**src/hdl/rcr_pkg.sv**
```systemverilog
// ============================================================================
// rcr_pkg - shared types and constants for the column raycaster
// Holds the controller state type, the command/status structs and tables.
// ============================================================================
package rcr_pkg;

    localparam int MAP_SIZE   = 16;
    localparam int MAX_ROWS   = 64;
    localparam int ANGLE_BITS = 12;

    // configuration register indexes
    localparam logic [2:0] REG_MAP_A  = 3'd0;
    localparam logic [2:0] REG_MAP_B  = 3'd1;
    localparam logic [2:0] REG_MAP_C  = 3'd2;
    localparam logic [2:0] REG_MAP_D  = 3'd3;
    localparam logic [2:0] REG_WIDTH  = 3'd4;
    localparam logic [2:0] REG_HEIGHT = 3'd5;
    localparam logic [2:0] REG_SPAN   = 3'd6;
    localparam logic [2:0] REG_DEPTH  = 3'd7;

    localparam logic [15:0] GLYPH_BLANK  = 16'h0020;
    localparam logic [15:0] GLYPH_FULL   = 16'h2588;
    localparam logic [15:0] GLYPH_DARK   = 16'h2593;
    localparam logic [15:0] GLYPH_MEDIUM = 16'h2592;
    localparam logic [15:0] GLYPH_LIGHT  = 16'h2591;
    localparam logic [15:0] GLYPH_HASH   = 16'h0023;
    localparam logic [15:0] GLYPH_X      = 16'h0078;
    localparam logic [15:0] GLYPH_DOT    = 16'h002E;
    localparam logic [15:0] GLYPH_UNDER  = 16'h005F;

    localparam logic [17:0] CELL_SCALE = 18'd163840;

    typedef enum logic [3:0] {
        ST_IDLE,
        ST_DIV,
        ST_ANGLE,
        ST_SIN,
        ST_MUL,
        ST_MARCH,
        ST_CDIV,
        ST_SHADE,
        ST_ROWS
    } state_t;

    typedef struct packed {
        logic load;        // capture input word, start offset division
        logic div_step;    // one quotient bit of the offset divide
        logic angle;       // form the ray angle
        logic sin_lookup;  // table lookup for both trig values
        logic sin_finish;  // finish both trig values
        logic march_step;  // advance the ray one step
        logic cdiv_start;  // start the ceiling division
        logic cdiv_step;   // one quotient bit of the ceiling divide
        logic shade;       // form ceiling/floor rows and wall shade
        logic row_emit;    // emit one row
    } cmd_t;

    typedef struct packed {
        logic div_done;
        logic march_done;
        logic cdiv_done;
        logic last_row;
    } status_t;

    function automatic logic [14:0] quarter_sine(input logic [4:0] i);
        logic [14:0] v;
        begin
            case (i)
                5'd0:  v = 15'd0;
                5'd1:  v = 15'd1606;
                5'd2:  v = 15'd3196;
                5'd3:  v = 15'd4756;
                5'd4:  v = 15'd6270;
                5'd5:  v = 15'd7723;
                5'd6:  v = 15'd9102;
                5'd7:  v = 15'd10394;
                5'd8:  v = 15'd11585;
                5'd9:  v = 15'd12665;
                5'd10: v = 15'd13623;
                5'd11: v = 15'd14449;
                5'd12: v = 15'd15137;
                5'd13: v = 15'd15679;
                5'd14: v = 15'd16069;
                5'd15: v = 15'd16305;
                default: v = 15'd16384;
            endcase
            return v;
        end
    endfunction

endpackage

```
**src/hdl/rcr_ctrl.sv**
```systemverilog
// ============================================================================
// rcr_ctrl - controller for the column raycaster
// Sequences divide, trig, march, ceiling divide and row emission.
// ============================================================================
module rcr_ctrl
(
    input  logic               clk,
    input  logic               rst_n,
    input  logic               start,
    input  rcr_pkg::status_t   status,
    output logic               busy,
    output rcr_pkg::cmd_t      cmd
);

    rcr_pkg::state_t state_reg;
    rcr_pkg::state_t state_next;

    // hold state
    always_ff @(posedge clk or negedge rst_n)
    begin
        if (!rst_n)
            state_reg <= rcr_pkg::ST_IDLE;
        else
            state_reg <= state_next;
    end

    // next state
    always_comb
    begin
        state_next = state_reg;
        case (state_reg)
            rcr_pkg::ST_IDLE:  if (start) state_next = rcr_pkg::ST_DIV;
            rcr_pkg::ST_DIV:   if (status.div_done) state_next = rcr_pkg::ST_ANGLE;
            rcr_pkg::ST_ANGLE: state_next = rcr_pkg::ST_SIN;
            rcr_pkg::ST_SIN:   state_next = rcr_pkg::ST_MUL;
            rcr_pkg::ST_MUL:   state_next = rcr_pkg::ST_MARCH;
            rcr_pkg::ST_MARCH: if (status.march_done) state_next = rcr_pkg::ST_CDIV;
            rcr_pkg::ST_CDIV:  if (status.cdiv_done) state_next = rcr_pkg::ST_SHADE;
            rcr_pkg::ST_SHADE: state_next = rcr_pkg::ST_ROWS;
            rcr_pkg::ST_ROWS:  if (status.last_row) state_next = rcr_pkg::ST_IDLE;
            default:           state_next = rcr_pkg::ST_IDLE;
        endcase
    end

    // outputs
    always_comb
    begin
        cmd  = '0;
        busy = 1'b1;
        case (state_reg)
            rcr_pkg::ST_IDLE:
            begin
                busy     = 1'b0;
                cmd.load = start;
            end
            rcr_pkg::ST_DIV:   cmd.div_step   = 1'b1;
            rcr_pkg::ST_ANGLE: cmd.angle      = 1'b1;
            rcr_pkg::ST_SIN:   cmd.sin_lookup = 1'b1;
            rcr_pkg::ST_MUL:   cmd.sin_finish = 1'b1;
            rcr_pkg::ST_MARCH:
            begin
                cmd.march_step = 1'b1;
                cmd.cdiv_start = status.march_done;
            end
            rcr_pkg::ST_CDIV:  cmd.cdiv_step  = 1'b1;
            rcr_pkg::ST_SHADE: cmd.shade      = 1'b1;
            rcr_pkg::ST_ROWS:  cmd.row_emit   = 1'b1;
            default:           busy = 1'b1;
        endcase
    end

endmodule

```
**src/hdl/rcr_dp.sv**
```systemverilog
// ============================================================================
// rcr_dp - datapath for the column raycaster
// Config registers, serial dividers, trig interpolation, ray marcher, rows.
// ============================================================================
module rcr_dp
#(
    parameter int MAX_ROWS   = rcr_pkg::MAX_ROWS,
    parameter int ANGLE_BITS = rcr_pkg::ANGLE_BITS
)
(
    input  logic                  clk,
    input  logic                  rst_n,
    input  rcr_pkg::cmd_t         cmd,
    output rcr_pkg::status_t      status,
    input  logic                  cfg_we,
    input  logic [2:0]            cfg_index,
    input  logic [63:0]           cfg_data,
    input  logic [7:0]            column,
    input  logic [11:0]           player_x,
    input  logic [11:0]           player_y,
    input  logic [ANGLE_BITS-1:0] player_angle,
    output logic                  strobe,
    output logic [5:0]            row,
    output logic [15:0]           glyph,
    output logic [7:0]            ray_steps,
    output logic                  last_row
);

    localparam int AB = ANGLE_BITS;
    localparam int HW = $clog2(MAX_ROWS + 1);

    // ---------------- configuration ----------------
    logic [63:0] map_a_reg, map_b_reg, map_c_reg, map_d_reg;
    logic [7:0]  width_reg;
    logic [6:0]  height_reg;
    logic [11:0] span_reg;
    logic [4:0]  depth_reg;

    always_ff @(posedge clk or negedge rst_n)
    begin
        if (!rst_n)
        begin
            map_a_reg  <= 64'd9223794255762423807;
            map_b_reg  <= 64'd9223794255896610817;
            map_c_reg  <= 64'd9223794255762391041;
            map_d_reg  <= 64'd18446603342663778049;
            width_reg  <= 8'd120;
            height_reg <= 7'd40;
            span_reg   <= 12'd512;
            depth_reg  <= 5'd16;
        end
        else if (cfg_we)
        begin
            case (cfg_index)
                rcr_pkg::REG_MAP_A:  map_a_reg  <= cfg_data;
                rcr_pkg::REG_MAP_B:  map_b_reg  <= cfg_data;
                rcr_pkg::REG_MAP_C:  map_c_reg  <= cfg_data;
                rcr_pkg::REG_MAP_D:  map_d_reg  <= cfg_data;
                rcr_pkg::REG_WIDTH:  width_reg  <= cfg_data[7:0];
                rcr_pkg::REG_HEIGHT: height_reg <= cfg_data[6:0];
                rcr_pkg::REG_SPAN:   span_reg   <= cfg_data[11:0];
                rcr_pkg::REG_DEPTH:  depth_reg  <= cfg_data[4:0];
                default:             map_a_reg  <= map_a_reg;
            endcase
        end
    end

    // saturated depth and height
    logic [4:0]    depth;
    logic [HW-1:0] h;
    always_comb
    begin
        depth = (depth_reg == 5'd0) ? 5'd1 : ((depth_reg > 5'd16) ? 5'd16 : depth_reg);
        if (height_reg < 7'd2)
            h = HW'(2);
        else if ({1'b0, height_reg} > 8'(MAX_ROWS))
            h = HW'(MAX_ROWS);
        else
            h = HW'(height_reg);
    end

    logic [7:0] limit;
    assign limit = 8'({depth, 3'b000}) + 8'({depth, 1'b0});

    // ---------------- input capture ----------------
    logic [11:0]   px_reg, py_reg;
    logic [AB-1:0] pangle_reg;

    always_ff @(posedge clk)
    begin
        if (cmd.load)
        begin
            px_reg     <= player_x;
            py_reg     <= player_y;
            pangle_reg <= player_angle;
        end
    end

    // ---------------- offset divide: column*span / width ----------------
    logic [19:0] dnum_reg;   // dividend shifting out, quotient shifting in
    logic [8:0]  drem_reg;
    logic [4:0]  dcnt_reg;
    logic [8:0]  drem_sh;
    logic        dge;

    assign drem_sh = {drem_reg[7:0], dnum_reg[19]};
    assign dge     = drem_sh >= {1'b0, width_reg};

    always_ff @(posedge clk)
    begin
        if (cmd.load)
        begin
            dnum_reg <= 20'(column) * 20'(span_reg);
            drem_reg <= '0;
            dcnt_reg <= '0;
        end
        else if (cmd.div_step)
        begin
            dnum_reg <= {dnum_reg[18:0], dge};
            drem_reg <= dge ? (drem_sh - {1'b0, width_reg}) : drem_sh;
            dcnt_reg <= dcnt_reg + 5'd1;
        end
    end
    assign status.div_done = (dcnt_reg == 5'd19);

    // ---------------- ray angle ----------------
    logic [AB-1:0] ray_reg;
    logic [AB-1:0] offset;
    assign offset = (width_reg == 8'd0) ? '0 : AB'(dnum_reg);

    always_ff @(posedge clk)
    begin
        if (cmd.angle)
            ray_reg <= pangle_reg - AB'(span_reg >> 1) + offset;
    end

    // ---------------- sine / cosine ----------------
    logic [AB-1:0] cray;
    assign cray = ray_reg + AB'(1 << (AB - 2));

    typedef struct packed {
        logic        neg;
        logic        full;
        logic [14:0] base;
        logic [14:0] delta;
        logic [9:0]  frac;
    } sin_part_t;

    function automatic sin_part_t sin_split(input logic [AB-1:0] a);
        logic [15:0] p;
        logic [14:0] u;
        logic [4:0]  i;
        sin_part_t   s;
        begin
            p = 16'({a, 16'b0} >> AB);
            u = p[14] ? (15'd16384 - {1'b0, p[13:0]}) : {1'b0, p[13:0]};
            i = u[14:10];
            s.neg   = p[15];
            s.full  = (i >= 5'd16);
            s.base  = rcr_pkg::quarter_sine(i);
            s.delta = rcr_pkg::quarter_sine(i + 5'd1) - rcr_pkg::quarter_sine(i);
            s.frac  = u[9:0];
            return s;
        end
    endfunction

    sin_part_t sx_reg, sy_reg;

    always_ff @(posedge clk)
    begin
        if (cmd.sin_lookup)
        begin
            sx_reg <= sin_split(ray_reg);
            sy_reg <= sin_split(cray);
        end
    end

    logic [24:0] mx, my;
    assign mx = 25'(sx_reg.delta) * 25'(sx_reg.frac);
    assign my = 25'(sy_reg.delta) * 25'(sy_reg.frac);

    logic signed [15:0] dx_reg, dy_reg;
    logic [14:0] magx, magy;
    assign magx = sx_reg.full ? 15'd16384 : (sx_reg.base + 15'(mx >> 10));
    assign magy = sy_reg.full ? 15'd16384 : (sy_reg.base + 15'(my >> 10));

    always_ff @(posedge clk)
    begin
        if (cmd.sin_finish)
        begin
            dx_reg <= sx_reg.neg ? -$signed({1'b0, magx}) : $signed({1'b0, magx});
            dy_reg <= sy_reg.neg ? -$signed({1'b0, magy}) : $signed({1'b0, magy});
        end
    end

    // ---------------- ray march ----------------
    // position in units of 1/163840 cell, accumulated by step each cycle until the march is done
    logic signed [23:0] posx_reg, posy_reg;
    logic [7:0]         n_reg;
    logic               mdone_reg;
    logic signed [23:0] nposx, nposy;
    logic [4:0]         cx, cy;
    logic               outside, wall;

    assign nposx = posx_reg + 24'(dx_reg);
    assign nposy = posy_reg + 24'(dy_reg);

    // cell index of the probed point: value / 163840, value < 2^22
    // estimate with a reciprocal that rounds low, then correct up by one
    always_comb
    begin
        cx = 5'((36'(nposx[21:0]) * 36'd6553) >> 30);
        cy = 5'((36'(nposy[21:0]) * 36'd6553) >> 30);
        if ({2'b00, nposx[21:0]} >= 24'(cx + 5'd1) * 24'(rcr_pkg::CELL_SCALE))
            cx = cx + 5'd1;
        if ({2'b00, nposy[21:0]} >= 24'(cy + 5'd1) * 24'(rcr_pkg::CELL_SCALE))
            cy = cy + 5'd1;
    end

    logic [63:0] map_sel;
    always_comb
    begin
        case (cy[3:2])
            2'd0:    map_sel = map_a_reg;
            2'd1:    map_sel = map_b_reg;
            2'd2:    map_sel = map_c_reg;
            default: map_sel = map_d_reg;
        endcase
    end

    assign outside = nposx[23] || nposy[23] || cx[4] || cy[4];
    assign wall    = map_sel[{cy[1:0], cx[3:0]}];

    always_ff @(posedge clk or negedge rst_n)
    begin
        if (!rst_n)
        begin
            mdone_reg <= 1'b0;
            n_reg     <= '0;
        end
        else if (cmd.sin_finish)
        begin
            mdone_reg <= 1'b0;
            n_reg     <= '0;
        end
        else if (cmd.march_step && !mdone_reg)
        begin
            if (n_reg >= limit)
                mdone_reg <= 1'b1;
            else
            begin
                n_reg <= outside ? limit : n_reg + 8'd1;
                mdone_reg <= outside || wall;
            end
        end
    end

    always_ff @(posedge clk)
    begin
        if (cmd.sin_finish)
        begin
            posx_reg <= 24'(px_reg) * 24'd640;
            posy_reg <= 24'(py_reg) * 24'd640;
        end
        else if (cmd.march_step && !mdone_reg)
        begin
            posx_reg <= nposx;
            posy_reg <= nposy;
        end
    end
    assign status.march_done = mdone_reg;

    // ---------------- ceiling divide: (h*n - 20h) / 2n, toward zero -----
    logic [14:0] cnum_reg;   // magnitude of numerator, quotient in
    logic [8:0]  crem_reg;
    logic [3:0]  ccnt_reg;
    logic        cneg_reg;
    logic [9:0]  crem_sh;
    logic        cge;
    logic [14:0] hn, h20;

    assign hn      = 15'(h) * 15'(n_reg);
    assign h20     = 15'(h) * 15'd20;
    assign crem_sh = {crem_reg, cnum_reg[14]};
    assign cge     = crem_sh >= {1'b0, n_reg, 1'b0};

    always_ff @(posedge clk)
    begin
        if (cmd.cdiv_start)
        begin
            cneg_reg <= hn < h20;
            cnum_reg <= (hn < h20) ? (h20 - hn) : (hn - h20);
            crem_reg <= '0;
            ccnt_reg <= '0;
        end
        else if (cmd.cdiv_step)
        begin
            cnum_reg <= {cnum_reg[13:0], cge};
            crem_reg <= cge ? 9'(crem_sh - {1'b0, n_reg, 1'b0}) : crem_sh[8:0];
            ccnt_reg <= ccnt_reg + 4'd1;
        end
    end
    assign status.cdiv_done = (ccnt_reg == 4'd14);

    // ---------------- shade and rows ----------------
    logic signed [15:0] ceil_reg, floor_reg;
    logic [15:0]        shade_reg;
    logic [HW-1:0]      y_reg;
    logic [9:0]         n2, d5, n3, d10;

    assign n2  = {1'b0, n_reg, 1'b0};
    assign n3  = 10'(n_reg) * 10'd3;
    assign d5  = 10'(depth) * 10'd5;
    assign d10 = 10'(depth) * 10'd10;

    logic [HW-1:0] k;
    logic signed [15:0] ys;
    logic [15:0] fl_glyph;
    logic        fl_set;
    assign k  = h - y_reg;
    assign ys = 16'(y_reg);

    always_comb
    begin
        fl_set   = 1'b1;
        fl_glyph = shade_reg;
        if (12'(k) * 12'd8 < 12'(h))
            fl_glyph = rcr_pkg::GLYPH_HASH;
        else if (12'(k) * 12'd4 < 12'(h))
            fl_glyph = rcr_pkg::GLYPH_X;
        else if (12'(k) * 12'd8 < 12'(h) * 12'd3)
            fl_glyph = rcr_pkg::GLYPH_DOT;
        else if (12'(k) * 12'd20 < 12'(h) * 12'd9)
            fl_glyph = rcr_pkg::GLYPH_UNDER;
        else
            fl_set = 1'b0;
    end

    logic [15:0] g;
    always_comb
    begin
        if (ys < ceil_reg)
            g = rcr_pkg::GLYPH_BLANK;
        else if (ys > ceil_reg && ys <= floor_reg)
            g = shade_reg;
        else
            g = fl_glyph;
    end

    logic signed [15:0] cq;
    assign cq = cneg_reg ? -$signed({1'b0, cnum_reg}) : $signed({1'b0, cnum_reg});

    always_ff @(posedge clk)
    begin
        if (cmd.shade)
        begin
            ceil_reg  <= cq;
            floor_reg <= $signed(16'(h)) - cq;
            if (n2 <= d5)
                shade_reg <= rcr_pkg::GLYPH_FULL;
            else if (n3 <= d10)
                shade_reg <= rcr_pkg::GLYPH_DARK;
            else if (10'(n_reg) <= d5)
                shade_reg <= rcr_pkg::GLYPH_MEDIUM;
            else
                shade_reg <= rcr_pkg::GLYPH_LIGHT;
        end
        else if (cmd.row_emit && !(ys < ceil_reg) && !(ys > ceil_reg && ys <= floor_reg)
                 && fl_set)
            shade_reg <= fl_glyph;
    end

    always_ff @(posedge clk or negedge rst_n)
    begin
        if (!rst_n)
            y_reg <= '0;
        else if (cmd.shade)
            y_reg <= '0;
        else if (cmd.row_emit)
            y_reg <= y_reg + HW'(1);
    end

    // registered result word
    logic        strobe_reg;
    logic [5:0]  row_reg;
    logic [15:0] glyph_reg;
    logic        last_reg;
    always_ff @(posedge clk or negedge rst_n)
    begin
        if (!rst_n)
            strobe_reg <= 1'b0;
        else
            strobe_reg <= cmd.row_emit;
    end
    always_ff @(posedge clk)
    begin
        row_reg   <= 6'(y_reg);
        glyph_reg <= g;
        last_reg  <= (y_reg == h - HW'(1));
    end

    assign status.last_row = cmd.row_emit && (y_reg == h - HW'(1));
    assign strobe    = strobe_reg;
    assign row       = row_reg;
    assign glyph     = glyph_reg;
    assign ray_steps = n_reg;
    assign last_row  = last_reg;

endmodule

```
**src/hdl/raycast_column_renderer.sv**
```systemverilog
// ============================================================================
// raycast_column_renderer - fixed step grid raycaster, one column per word
// Casts a ray through a 16x16 wall map and emits one glyph per screen row.
// ============================================================================
//  channel  | handshake         | payload
//  input    | start / busy      | column, player_x, player_y, player_angle
//  result   | strobe (no stall) | row, glyph, ray_steps, last_row
//  config   | cfg_we            | cfg_index, cfg_data
//
// One word runs the serial offset divide, the ray march of n steps (max 160),
// the serial ceiling divide and then one row per cycle for the H screen rows;
// busy stays high, and no new word is taken, until the last row is emitted.
// Reset restores the default map and view registers. Results are strobed
// for one cycle each; the receiver cannot stall them.
module raycast_column_renderer
#(
    parameter int MAX_ROWS   = rcr_pkg::MAX_ROWS,
    parameter int ANGLE_BITS = rcr_pkg::ANGLE_BITS
)
(
    input  logic                  clk,
    input  logic                  rst_n,
    input  logic                  start,
    output logic                  busy,
    input  logic [7:0]            column,
    input  logic [11:0]           player_x,
    input  logic [11:0]           player_y,
    input  logic [ANGLE_BITS-1:0] player_angle,
    input  logic                  cfg_we,
    input  logic [2:0]            cfg_index,
    input  logic [63:0]           cfg_data,
    output logic                  strobe,
    output logic [5:0]            row,
    output logic [15:0]           glyph,
    output logic [7:0]            ray_steps,
    output logic                  last_row
);

    rcr_pkg::cmd_t    cmd;
    rcr_pkg::status_t status;

    rcr_ctrl u_ctrl
    (
        .clk    (clk),
        .rst_n  (rst_n),
        .start  (start),
        .status (status),
        .busy   (busy),
        .cmd    (cmd)
    );

    rcr_dp #(
        .MAX_ROWS   (MAX_ROWS),
        .ANGLE_BITS (ANGLE_BITS)
    ) u_dp
    (
        .clk          (clk),
        .rst_n        (rst_n),
        .cmd          (cmd),
        .status       (status),
        .cfg_we       (cfg_we),
        .cfg_index    (cfg_index),
        .cfg_data     (cfg_data),
        .column       (column),
        .player_x     (player_x),
        .player_y     (player_y),
        .player_angle (player_angle),
        .strobe       (strobe),
        .row          (row),
        .glyph        (glyph),
        .ray_steps    (ray_steps),
        .last_row     (last_row)
    );

endmodule
```
**config.mk**
```make
export PLATFORM = sky130hd
export DESIGN_NAME = raycast_column_renderer
export DESIGN_NICKNAME = d
export VERILOG_FILES = /design/src/hdl/rcr_pkg.sv /design/src/hdl/rcr_ctrl.sv /design/src/hdl/rcr_dp.sv /design/src/hdl/raycast_column_renderer.sv
export SDC_FILE = /design/constraint.sdc
export NUM_CORES = 2
export LEC_CHECK = 0
export BUFFER_PORTS_ARGS = -buffer_cell sky130_fd_sc_hd__clkbuf_2
export CAP_MARGIN = 20
export CORE_MARGIN = 3
export CORE_UTILIZATION = 28
export CTS_CLUSTER_SIZE = 20
export DETAILED_ROUTE_END_ITERATION = 12
export PLACE_DENSITY = 0.5
export SYNTH_ARGS = -nofsm -noshare
export SYNTH_HDL_FRONTEND = slang
export SYNTH_SLANG_ARGS = --single-unit
```
**constraint.sdc**
```tcl
create_clock -name clk -period 19.9 [get_ports clk]
set_clock_uncertainty 0.2 [all_clocks]
set_input_delay 3.98 -clock clk [delete_from_list [all_inputs] [get_ports clk]]
set_output_delay 3.98 -clock clk [all_outputs]
set_load 0.02 [all_outputs]
```
==> metrics.md <==
| Metric | Value |
|---|---|
| Final period util | 78.0% |
| Global-route wire length before repair | 246,000 um |
| Achievable Freq | 64.4 MHz |
| Seq/Total Area, Yosys | 28.8% |
| Register clock-pin slew on the reported worst setup and hold paths | 0.06 ns |
| Yosys top cell by area | ha_1 |
| CTS tree | built |
| Asr flop ratio synth | 47.9% |
| CTS root buf | clkbuf_16 |
| Outcome | finished clean |
| Distinct cells, synth | 95 |
| Drt pass-1 iters | 5 |
| Reg2reg start | u_dp.dy_reg[0]$_DFFE_PP_ |
| CP delay by family, top | compound AO/OA/AOI/OAI gates |
| Yosys Warn Count | 0 |
| Worst EP required | 20.28 ns |
| Gate Count Post-Synth | 5,926 |
| Row cnt | 169 |
| Later-pin clock latency in the skew report | 0.73 ns |
| Fill cells | 21,983 |
| Final nets | 7,373 |
| GRT overflow | 0 |
| CP Buf/Inv Count | 4 |
| Crit. path cell count | 57 |
| CTS Sinks | 645 |
| CP endpoint kind | flip-flop |
| Max stage delay on crit path | 0.76 ns |
| # resized after CTS | 0 |
| Max Slew Vio Count | 0 |
| Setup TNS | 0 ns |
| Die width | 468 um |
| Worst setup startpoint | u_dp.dy_reg[0]$_DFFE_PP_ |
| Syn Nets | 7,268 |
| DR vias | 41,972 |
| Num CTS Buffers | 84 |
| Relative max-transition margin | 25.9% |
| Die Span Y | 468 um |
| Fin. Hold Viols | 0 |
| I/O pins | 148 |
| Post-detail-place hpwl | 117,000 um |
| Post-CTS setup buffers | 0 |
| Final setup vio count | 0 |
| Commonest non-fill, non-tap cell in the layout | ha_1 |
| R2r setup slk | 4.38 ns |
| Area of the mapped netlist | 59,800 um^2 |
| Hold Startpoint | u_dp.posx_reg[22]$_SDFFE_PP0P_ |
| WL/cell | 17.0 um |
| Top FF cell, synth | edfxtp_1 |
| IO buf count | 147 |
| DIE AREA | 219,000 um^2 |
| Crit path max fanout | 49 |
| Final wirelength | 152,000 um |
| Total global-route track usage | 14.0% |
| GPL Wtd Cong | 0.826 |
| Worst setup path endpoint | u_dp.mdone_reg$_DFFE_PN0P_ |
| Largest net degree at the start of global routing | 99 |
| Most used cell, CP | ha_1 |
| Average size of a mapped cell | 10.1 um^2 |
| Min-delay worst type | flip-flop to flip-flop |
| FF-to-FF End | u_dp.mdone_reg$_DFFE_PN0P_ |
| Yosys reg bits | 645 |
| Number of remaining DRC errors | 0 |
| Tmin final | 15.52 ns |
| H-tree depth | 3 |
| Cells on worst reg2reg path | 57 |
| Synth top area share | 17.4% |
| Critical path class | flip-flop to flip-flop |
| MaxCap Viol Count | 0 |
| Worst-Margin Slew | 1.11 ns |
| Initial antenna violation count | 23 |
| Core area | 212,000 um^2 |
| Clk buf depth | 3 |
| First DRT Iteration DRCs | 2,064 |
| RSZ-0062 raised after global routing | false |
| Largest cells by area after synthesis | ha_1 (17%), edfxtp_1 (13%), fa_1 (13%) |
| Slowest library cell on the worst path | o21ba_4 |
| Routed vias/inst | 4.70 |
| CTS hold repair buffers | 0 |
| Commonest cells after routing, fill and taps aside | ha_1 (831), inv_1 (746), nand2_1 (546) |
| Antenna Nets Post-Route | 0 |
| Layout cells sized above 1 | 12.6% |
| CP startpoint kind | flip-flop |
| Initial Utilization | 28.2% |
| Post-synth EDFFs | 269 |
| Area growth, synth to finish | 11.4% |
| Critical path arrival | 15.90 ns |
| Vias in the first global route | 43,891 |
==> synthesized netlist by cell type (21+ instances only) <==
library cell / n
o22ai_1: 28
and2_1: 113
a211oi_1: 50
nor3_1: 59
ha_1: 831
nand2b_1: 83
and3_1: 21
dfrtp_1: 232
o21ai_0: 255
o211ai_1: 25
dfxtp_1: 67
mux2_2: 298
nor2_1: 271
o21bai_1: 40
xnor2_1: 213
clkbuf_1: 139
edfxtp_1: 269
a21oi_1: 250
dfstp_2: 77
a31oi_1: 23
mux2i_1: 116
fa_1: 396
nand4_1: 40
nand3_1: 65
a21boi_0: 23
o21a_1: 30
inv_1: 748
xor2_1: 134
nor2b_1: 57
nand2_1: 547
a21o_1: 117
or3_1: 27
==> area by class of cell <==
class / count / area [um^2] / area share [%]
clock buffer: 122 / 2450 / 3.67
multi-input combinational: 4355 / 39100 / 58.6
inverter: 753 / 2830 / 4.24
timing repair buffer: 192 / 1090 / 1.63
antenna: 7 / 17.5 / 0.0263
tap: 2821 / 3530 / 5.29
sequential: 645 / 17200 / 25.9
clock inverter: 34 / 477 / 0.715
==> worst min-delay path by stage <==
| stage | to | cells after the start |
|---|---|---|
| after floorplan | u_dp.row[3]$_DFF_P_ | 0 |
| after global placement | u_dp.posx_reg[22]$_SDFFE_PP0P_ | 2 |
| after detailed placement | u_dp.drem_reg[7]$_SDFFE_PP0P_ | 2 |
| after CTS | u_dp.glyph[9]$_SDFF_PP0_ | 1 |
| after global routing | u_dp.dcnt_reg[1]$_SDFFE_PP0P_ | 2 |
| final | u_dp.posx_reg[22]$_SDFFE_PP0P_ | 2 |
==> cell families (layout without fill, tap and decap cells) <==
kind of cell,Yosys count,in the layout,share of synthesized area (%)
simple gates,1362,1362,10.7
xor+xnor,348,348,5.11
mux,433,433,8.25
buf+inv,926,1101,6.04
fa+ha+maj,1227,1227,30.6
compound gates,984,984,10.4
flops,645,645,28.8
other cells,1,8,0.00627
==> layer usage <==
metal  global-route usage, %  part of all wire [%]  up-vias  routed length, um
li1                        -                     -    20506                  -
met1                    19.3                    48    20637              73200
met2                    22.5                    45      642              68300
met3                    2.58                   4.5      167               6890
met4                    3.80                   2.2       20               3410
met5                       0                 0.079        -                120
==> stage by stage <==
step / hold slack [ns] / std cells / worst slack, ns / util (%) / instance area [um^2]
after floorplan: 0.199 / 5926 / 7.38 / - / 59800
after global placement: 0.242 / 8764 / 4.58 / 30.0 / 63700
after detailed placement: 0.249 / 8764 / 4.35 / 30.0 / 63700
after CTS: 0.267 / 8920 / 4.36 / 31.4 / 66700
after global routing: 0.295 / 8925 / 3.22 / 31.4 / 66700
final: 0.265 / 8929 / 4.38 / 31.4 / 66700
==> worst min-delay path: cells and delay by family (launching register included) <==
family,cells,cell delay [ns]
DFF,1,0.33
AOI/OAI and AO/OA,1,0.06
and+or+nand+nor,1,0.05
Power is not shown: default switching activity piles up to over one toggle a cycle in this logic, so the estimate is an artifact.
